<file path="src/hdl/mig_pkg.sv">
// Shared types, constants and hash tables for the mnemonic index generator.
package mig_pkg;

  localparam int INDEX_BITS = 11;
  localparam int LEN_MIN    = 4;
  localparam int LEN_MAX    = 8;
  localparam int LEN_RESET  = 4;

  localparam logic REG_LEN = 1'b0;

  typedef enum logic [2:0] {
    ST_IDLE,
    ST_LOAD,
    ST_ROUND,
    ST_FIN,
    ST_RD,
    ST_TK,
    ST_OUT
  } mig_state_t;

  typedef struct packed {
    logic       init;
    logic       shift;
    logic [7:0] data;
    logic       round;
    logic [5:0] rnd;
  } sha_ctl_t;

  localparam logic [31:0] IV [8] = '{
    32'h6a09e667, 32'hbb67ae85, 32'h3c6ef372, 32'ha54ff53a,
    32'h510e527f, 32'h9b05688c, 32'h1f83d9ab, 32'h5be0cd19
  };

  localparam logic [31:0] KTAB [64] = '{
    32'h428a2f98, 32'h71374491, 32'hb5c0fbcf, 32'he9b5dba5,
    32'h3956c25b, 32'h59f111f1, 32'h923f82a4, 32'hab1c5ed5,
    32'hd807aa98, 32'h12835b01, 32'h243185be, 32'h550c7dc3,
    32'h72be5d74, 32'h80deb1fe, 32'h9bdc06a7, 32'hc19bf174,
    32'he49b69c1, 32'hefbe4786, 32'h0fc19dc6, 32'h240ca1cc,
    32'h2de92c6f, 32'h4a7484aa, 32'h5cb0a9dc, 32'h76f988da,
    32'h983e5152, 32'ha831c66d, 32'hb00327c8, 32'hbf597fc7,
    32'hc6e00bf3, 32'hd5a79147, 32'h06ca6351, 32'h14292967,
    32'h27b70a85, 32'h2e1b2138, 32'h4d2c6dfc, 32'h53380d13,
    32'h650a7354, 32'h766a0abb, 32'h81c2c92e, 32'h92722c85,
    32'ha2bfe8a1, 32'ha81a664b, 32'hc24b8b70, 32'hc76c51a3,
    32'hd192e819, 32'hd6990624, 32'hf40e3585, 32'h106aa070,
    32'h19a4c116, 32'h1e376c08, 32'h2748774c, 32'h34b0bcb5,
    32'h391c0cb3, 32'h4ed8aa4a, 32'h5b9cca4f, 32'h682e6ff3,
    32'h748f82ee, 32'h78a5636f, 32'h84c87814, 32'h8cc70208,
    32'h90befffa, 32'ha4506ceb, 32'hbef9a3f7, 32'hc67178f2
  };

endpackage

</file>
<file path="src/hdl/mig_sha.sv">
// SHA-256 round engine with a sliding sixteen-word schedule window.
module mig_sha
  import mig_pkg::*;
(
  input  logic        clk,
  input  sha_ctl_t    ctl,
  output logic [31:0] a_o
);

  logic [31:0] win_r [16];
  logic [31:0] v_r   [8];
  logic [31:0] s0w, s1w, wnext, s0v, s1v, chv, majv, t1, t2;

  function automatic logic [31:0] rotr(input logic [31:0] x, input int n);
    rotr = (x >> n) | (x << (32 - n));
  endfunction

  always_comb begin
    s0w   = rotr(win_r[1], 7) ^ rotr(win_r[1], 18) ^ (win_r[1] >> 3);
    s1w   = rotr(win_r[14], 17) ^ rotr(win_r[14], 19) ^ (win_r[14] >> 10);
    wnext = win_r[0] + s0w + win_r[9] + s1w;
    s1v   = rotr(v_r[4], 6) ^ rotr(v_r[4], 11) ^ rotr(v_r[4], 25);
    chv   = (v_r[4] & v_r[5]) ^ (~v_r[4] & v_r[6]);
    t1    = v_r[7] + s1v + chv + KTAB[ctl.rnd] + win_r[0];
    s0v   = rotr(v_r[0], 2) ^ rotr(v_r[0], 13) ^ rotr(v_r[0], 22);
    majv  = (v_r[0] & v_r[1]) ^ (v_r[0] & v_r[2]) ^ (v_r[1] & v_r[2]);
    t2    = s0v + majv;
  end

  always_ff @(posedge clk) begin
    if (ctl.shift) begin
      for (int i = 0; i < 15; i++) begin
        win_r[i] <= {win_r[i][23:0], win_r[i+1][31:24]};
      end
      win_r[15] <= {win_r[15][23:0], ctl.data};
    end else if (ctl.round) begin
      for (int i = 0; i < 15; i++) begin
        win_r[i] <= win_r[i+1];
      end
      win_r[15] <= wnext;
    end
  end

  always_ff @(posedge clk) begin
    if (ctl.init) begin
      for (int i = 0; i < 8; i++) begin
        v_r[i] <= IV[i];
      end
    end else if (ctl.round) begin
      v_r[7] <= v_r[6];
      v_r[6] <= v_r[5];
      v_r[5] <= v_r[4];
      v_r[4] <= v_r[3] + t1;
      v_r[3] <= v_r[2];
      v_r[2] <= v_r[1];
      v_r[1] <= v_r[0];
      v_r[0] <= t1 + t2;
    end
  end

  assign a_o = v_r[0];

endmodule

</file>
<file path="src/hdl/mnemonic_index_generator_top.sv">
// Top level: entropy store, APB register, hashing sequence and index emission.
//
// Entropy bytes are taken one per cycle into a synchronous byte store. After
// the last byte the block streams the padded block into the hash window,
// runs the hash rounds (one round per cycle) and forms the checksum, then
// emits 3 * length_words indices; each index needs one or two store reads
// before it is offered at the output, and the whole mnemonic reads every
// entropy byte and the checksum byte once. The hash round loop and the single
// store read port bound the throughput. No input is taken while the hash runs
// or indices are emitted.
module mnemonic_index_generator_top
  import mig_pkg::*;
#(
  parameter int MAX_ENTROPY_BYTES = 32
) (
  input  logic        clk,
  input  logic        rst_n,
  input  logic        in_valid,
  output logic        in_ready,
  input  logic [7:0]  in_entropy_byte,
  output logic        out_valid,
  input  logic        out_ready,
  output logic [10:0] out_word_index,
  output logic        out_last_word,
  input  logic        psel,
  input  logic        penable,
  input  logic        pwrite,
  input  logic [2:0]  paddr,
  input  logic [31:0] pwdata,
  output logic [31:0] prdata,
  output logic        pready
);

  localparam int AW = $clog2(MAX_ENTROPY_BYTES);

  mig_state_t  st_r, st_nxt;
  logic [3:0]  len_r;
  logic [5:0]  cnt_r;
  logic [6:0]  li_r;
  logic [5:0]  rc_r;
  logic [5:0]  b_r;
  logic [4:0]  bits_r;
  logic [8:0]  used_r;
  logic [18:0] acc_r;
  logic [7:0]  chk_r;
  logic [7:0]  mem [MAX_ENTROPY_BYTES];
  logic [7:0]  rdata_r;

  logic [3:0]  wl;
  logic [5:0]  n;
  logic [3:0]  cs;
  logic [8:0]  total;
  logic [7:0]  cmask;
  logic        cfg_wr;
  logic        in_acc, out_acc, last;
  logic        rd_en;
  logic [5:0]  rd_pos, jb;
  logic [7:0]  ld_byte, tk_byte;
  logic [8:0]  nbits;
  logic [31:0] a_w, h0;
  logic [4:0]  sh;
  sha_ctl_t    ctl;

  always_comb begin
    if (len_r < 4'(LEN_MIN)) begin
      wl = 4'(LEN_MIN);
    end else if (len_r > 4'(LEN_MAX)) begin
      wl = 4'(LEN_MAX);
    end else begin
      wl = len_r;
    end
    n = {wl, 2'b00};
    if (n > 6'(MAX_ENTROPY_BYTES)) begin
      n = 6'(MAX_ENTROPY_BYTES);
    end
    cs    = n[5:2];
    total = {n, 3'b000} + 9'(cs);
    cmask = 8'(8'hff << (4'd8 - cs));
    nbits = 9'(n) << 3;
  end

  assign cfg_wr  = psel & penable & pwrite & pready;
  assign pready  = 1'b1;
  assign prdata  = (paddr[2] == REG_LEN) ? {28'b0, len_r} : 32'b0;
  assign in_acc  = in_valid & in_ready;
  assign out_acc = out_valid & out_ready;
  assign last    = (10'(used_r) + 10'd22) > 10'(total);
  assign jb      = 6'(li_r - 7'd1);

  always_comb begin
    if (jb < n) begin
      ld_byte = rdata_r;
    end else if (jb == n) begin
      ld_byte = 8'h80;
    end else if (jb == 6'd62) begin
      ld_byte = 8'(nbits >> 8);
    end else if (jb == 6'd63) begin
      ld_byte = nbits[7:0];
    end else begin
      ld_byte = 8'h00;
    end
    tk_byte = (b_r < n) ? rdata_r : chk_r;
  end

  always_comb begin
    st_nxt = st_r;
    unique case (st_r)
      ST_IDLE:  if (in_acc && (cnt_r + 6'd1 >= n) && !cfg_wr) st_nxt = ST_LOAD;
      ST_LOAD:  if (li_r == 7'd64) st_nxt = ST_ROUND;
      ST_ROUND: if (rc_r == 6'd63) st_nxt = ST_FIN;
      ST_FIN:   st_nxt = ST_RD;
      ST_RD:    st_nxt = ST_TK;
      ST_TK:    st_nxt = (bits_r + 5'd8 >= 5'(INDEX_BITS)) ? ST_OUT : ST_RD;
      ST_OUT:   if (out_acc) st_nxt = last ? ST_IDLE : ST_RD;
      default:  st_nxt = ST_IDLE;
    endcase
  end

  always_comb begin
    in_ready  = 1'b0;
    out_valid = 1'b0;
    rd_en     = 1'b0;
    rd_pos    = b_r;
    ctl       = '0;
    ctl.rnd   = rc_r;
    ctl.data  = ld_byte;
    unique case (st_r)
      ST_IDLE: begin
        in_ready = 1'b1;
        ctl.init = 1'b1;
      end
      ST_LOAD: begin
        rd_pos    = li_r[5:0];
        rd_en     = (li_r < 7'd64) && (li_r[5:0] < n);
        ctl.shift = (li_r != 7'd0);
      end
      ST_ROUND: ctl.round = 1'b1;
      ST_RD:    rd_en = (b_r < n);
      ST_OUT:   out_valid = 1'b1;
      default: ;
    endcase
  end

  mig_sha u_sha (
    .clk (clk),
    .ctl (ctl),
    .a_o (a_w)
  );

  always_ff @(posedge clk) begin
    if (in_acc && cnt_r < 6'(MAX_ENTROPY_BYTES)) begin
      mem[cnt_r[AW-1:0]] <= in_entropy_byte;
    end
    if (rd_en) begin
      rdata_r <= mem[rd_pos[AW-1:0]];
    end
  end

  assign h0 = IV[0] + a_w;
  assign sh = bits_r - 5'(INDEX_BITS);
  assign out_word_index = 11'(acc_r >> sh);
  assign out_last_word  = last;

  always_ff @(posedge clk) begin
    if (!rst_n) begin
      st_r  <= ST_IDLE;
      len_r <= 4'(LEN_RESET);
      cnt_r <= '0;
    end else begin
      st_r <= st_nxt;
      if (cfg_wr && paddr[2] == REG_LEN) begin
        len_r <= pwdata[3:0];
        cnt_r <= '0;
      end else if (in_acc) begin
        cnt_r <= (cnt_r + 6'd1 >= n) ? 6'd0 : cnt_r + 6'd1;
      end
    end
  end

  always_ff @(posedge clk) begin
    case (st_r)
      ST_IDLE: begin
        li_r <= '0;
        rc_r <= '0;
      end
      ST_LOAD:  li_r <= li_r + 7'd1;
      ST_ROUND: rc_r <= rc_r + 6'd1;
      ST_FIN: begin
        chk_r  <= h0[31:24] & cmask;
        b_r    <= '0;
        bits_r <= '0;
        used_r <= '0;
      end
      ST_TK: begin
        acc_r  <= {acc_r[10:0], tk_byte};
        bits_r <= bits_r + 5'd8;
        b_r    <= b_r + 6'd1;
      end
      ST_OUT: begin
        if (out_acc) begin
          bits_r <= bits_r - 5'(INDEX_BITS);
          used_r <= used_r + 9'(INDEX_BITS);
        end
      end
      default: ;
    endcase
  end

`ifndef ASSERT_OFF
  a_no_overlap: assert property (@(posedge clk) disable iff (!rst_n)
    !(in_ready && out_valid)) else $error("input taken during emission");
  a_cnt_range: assert property (@(posedge clk) disable iff (!rst_n)
    cnt_r < n) else $error("byte count beyond length");
  a_last_idle: assert property (@(posedge clk) disable iff (!rst_n)
    (out_acc && out_last_word) |=> in_ready) else $error("no return to idle");
  a_bits_range: assert property (@(posedge clk) disable iff (!rst_n)
    out_valid |-> (bits_r >= 5'(INDEX_BITS))) else $error("index short of bits");
`endif

endmodule
</file>
<file path="config.mk">
export PLATFORM = sky130hd
export DESIGN_NAME = mnemonic_index_generator_top
export DESIGN_NICKNAME = d
export VERILOG_FILES = /design/src/hdl/mig_pkg.sv /design/src/hdl/mig_sha.sv /design/src/hdl/mnemonic_index_generator_top.sv
export SDC_FILE = /design/constraint.sdc
export NUM_CORES = 2
export LEC_CHECK = 0
export ABC_AREA = 1
export BUFFER_PORTS_ARGS = -buffer_cell sky130_fd_sc_hd__buf_2
export CELL_PAD_IN_SITES_DETAIL_PLACEMENT = 1
export CELL_PAD_IN_SITES_GLOBAL_PLACEMENT = 1
export CORE_MARGIN = 1.5
export CORE_UTILIZATION = 45
export CTS_CLUSTER_SIZE = 16
export DETAILED_ROUTE_END_ITERATION = 6
export PLACE_DENSITY = 0.77
export SLEW_MARGIN = 10
export SYNTH_ARGS = -nofsm -noshare
export SYNTH_HDL_FRONTEND = slang
export SYNTH_SLANG_ARGS = --single-unit
</file>
<file path="constraint.sdc">
create_clock -name clk -period 31.5 [get_ports clk]
set_input_delay 1.575 -clock clk [delete_from_list [all_inputs] [get_ports clk]]
set_output_delay 1.575 -clock clk [all_outputs]
set_load 0.1 [all_outputs]
</file>
==> results.md <==
- Design Area, Final: approximately 70000 um2
- Worst slew pin tran: between 1 and 1.5 ns
- Worst-skew pair later-pin latency: 0.80 ns
- Ports: a little under 100
- CP required: about 32 ns
- CTS Hold Buffers Added: 0
- Post-CTS Setup Repair Bufs: 0
- Initial antenna violation count: 3
- CTS clk-pin slew, worst paths: approximately 0.060 ns
- Post-DP HPWL: roughly 140000 um
- Max Freq: between 100 and 150 MHz
- Starting Density: 0.454
- CP max FO: 13
- Die height: 381 um
- Relative slew margins: 0.198
- Number of synthesized flops with an enable pin: 1092
- Global-route usage over all layers: 0.264
- First-pass GRT wire length: a little under 300000 um
- Register area share after synthesis: 0.513
- Cells after Synth: roughly 7000
- Initial DRC count: about 4200
- Drt total wl: between 150000 and 200000 um
- Clk sink count: about 1100
- Most used DFF post-synth: edfxtp_1
- Post-CTS sizing: 0
- Setup TNS: 0 ns
- Setup crit end kind: register
- DRC: 0
- Core area: 142000 um2
- GRT overflow: 0
- Synth Area per Inst: ~9.2 um2
- CP Launch Point: rc_r[1]
- Asr flop ratio synth: 0
- Ratio of cells with drive above 1 in the final layout: 0.0484
- Register bit total from synthesis: about 1100
- Pin count of the biggest net entering global routing: between 200 and 250
- Reg-to-Reg Start: rc_r[1]
- Final min period: just under 10 ns
- CTS Buf Count: approximately 130
- Antenna diodes: 0
- Final Hold Fails: 0
- Max Slew Vio Count: 0
- Final core utilization: 0.494
- Endpoints failing setup: 0
- Die ar.: around 150000 um2
- Vias per cell: between 5 and 6
- DR vias: slightly below 50000
- Slowest-stage cell, CP: nor4_1
- Synth cell types: 64
- Vias in the first global route: 50800
- Number of routed nets with antenna violations: 0
- Die W: between 300 and 400 um
- Outcome: finished, final reports clean
- Clk root buf: clkbuf_16
- GP Congestion: around 0.96
- Placement-stage cell area: between 60000 and 70000 um2
- Unrepaired setup endpoints after global routing: no
- Pre-antenna DRT Iters: 5
- Post-Syn Area: approximately 64000 um2
- CP arrival: around 10 ns
- WL/cell: about 22 um
- Hold Path Class: reg2reg
- H-tree depth: 4
- Top cell by count, worst path: nand2_1
- Buffer depth of the longest clock path: 3
- Warnings, synthesis: 0
- Crit share post-route: 0.307
- NumNets Final: between 7000 and 8000
- Num rows: between 100 and 150
- Skew final: approximately 0.044 ns
- Crit path kind: reg2reg
- Largest stage delay on the critical path: slightly below 0.7 ns
- Min-delay src: acc_r[9]
- CTS tree: done
- Port bufs: 37
- Startpoint types: register
- Area growth syn-to-layout: 8.82%
- Max cap viols: 0
[cells in the final DEF, fill, tap and decap left out, types with 10 or more instances in the layout]
master     synthesis  final
nand2_1         1766   1764
edfxtp_1        1092   1092
inv_1            899    899
o21ai_0          634    633
nor2_1           580    578
a21oi_1          272    272
fa_1             187    187
ha_1             184    184
nand3_1          178    178
xnor2_1          155    155
xor2_1           153    153
clkbuf_16          0    131
o221ai_1          54     54
o21ai_1           49     50
nor3_1            49     49
o211ai_1          47     47
or2_2             46     46
buf_4             36     41
buf_2             60     37
nand4_1           35     35
conb_1             2     29
clkinv_1           1     26
clkbuf_1         260     26
a21o_1            23     23
o21a_1            18     18
a31oi_1           17     17
o22ai_1           17     17
o21bai_1          16     16
clkinv_2           0     16
dfxtp_1           13     13
o31ai_1           10     10
[registers in the layout, summed over array words and instances (netlist names)]
register	count
mem	256
chk_r	8
st_r	3
u_sha.v_r	256
u_sha.win_r	512
li_r	7
bits_r	5
b_r	6
used_r	9
len_r	4
cnt_r	6
rc_r	6
acc_r	19
rdata_r	8
[cells by family (layout without fill, tap and decap cells)]
| family | Yosys count | in the layout | share of synthesized area |
|---|---|---|---|
| AO/OA/AOI/OAI | 1212 | 1212 | 0.105 |
| other | 2 | 29 | 0.000117 |
| adder cells (fa/ha/maj) | 371 | 371 | 0.0939 |
| XOR/XNOR | 309 | 309 | 0.0422 |
| buffers and inverters | 1277 | 1221 | 0.0781 |
| multiplexers | 9 | 9 | 0.00144 |
| AND/OR/NAND/NOR | 2682 | 2682 | 0.165 |
| flip-flops | 1105 | 1105 | 0.513 |
[path summary, 6_finish.rpt]
| kind | end | slack [ns] | cells past startpoint |
|---|---|---|---|
| worst max-delay path | u_sha.v_r[0][24] | 21.84 | 34 |
| worst min-delay path | acc_r[17] | 0.46 | 0 |
| worst max register to register | u_sha.v_r[0][24] | 21.84 | 34 |
| worst min register to register | acc_r[17] | 0.46 | 0 |
[cell type report]
class / count / area, um2
clock inverters: 72 / 813
repair buffers: 81 / 553
clock buffers: 159 / 3400
inverters: 909 / 3430
fillers: 16100 / 71700
multi-input cells: 4612 / 26400
flip-flops and latches: 1105 / 33100
well taps: 1890 / 2360
[critical path: cells and delay by family (launching register included)]
family | cells | cell delay [ns]
fa+ha+maj | 7 | 3.15
compound gates | 2 | 0.70
xor+xnor | 1 | 0.49
flops | 1 | 0.36
buf+inv | 7 | 1.33
simple gates | 17 | 3.40
[cell usage after synthesis (54+ instances only)]
master / instances / area (um2)
nand2_1: 1766 / 6630
xnor2_1: 155 / 1360
xor2_1: 153 / 1340
inv_1: 899 / 3370
o21ai_0: 634 / 3170
a21oi_1: 272 / 1360
nand3_1: 178 / 891
o221ai_1: 54 / 473
buf_2: 60 / 300
clkbuf_1: 260 / 976
nor2_1: 580 / 2180
fa_1: 187 / 3740
ha_1: 184 / 2300
edfxtp_1: 1092 / 32800
[routing by layer]
metal	vias to the layer above	share of wire	global-route usage
met5	-	0.00021	0
met4	6	0.036	0.0975
met3	365	0.051	0.0360
met2	1336	0.48	0.431
met1	24400	0.44	0.358
li1	22600	-	-
[metrics by stage]
| stage | hold WS (ns) | worst slack [ns] | instances |
|---|---|---|---|
| global route | 0.472 | 21.34 | 8828 |
| floorplan | 0.426 | 6.68 | 6994 |
| CTS | 0.459 | 21.96 | 8828 |
| finish | 0.464 | 21.84 | 8828 |
| global placement | 0.458 | 22.08 | 8597 |
| detailed placement | 0.451 | 21.99 | 8597 |
Power is not shown: default switching activity piles up to over one toggle a cycle in this logic, so the estimate is an artifact.
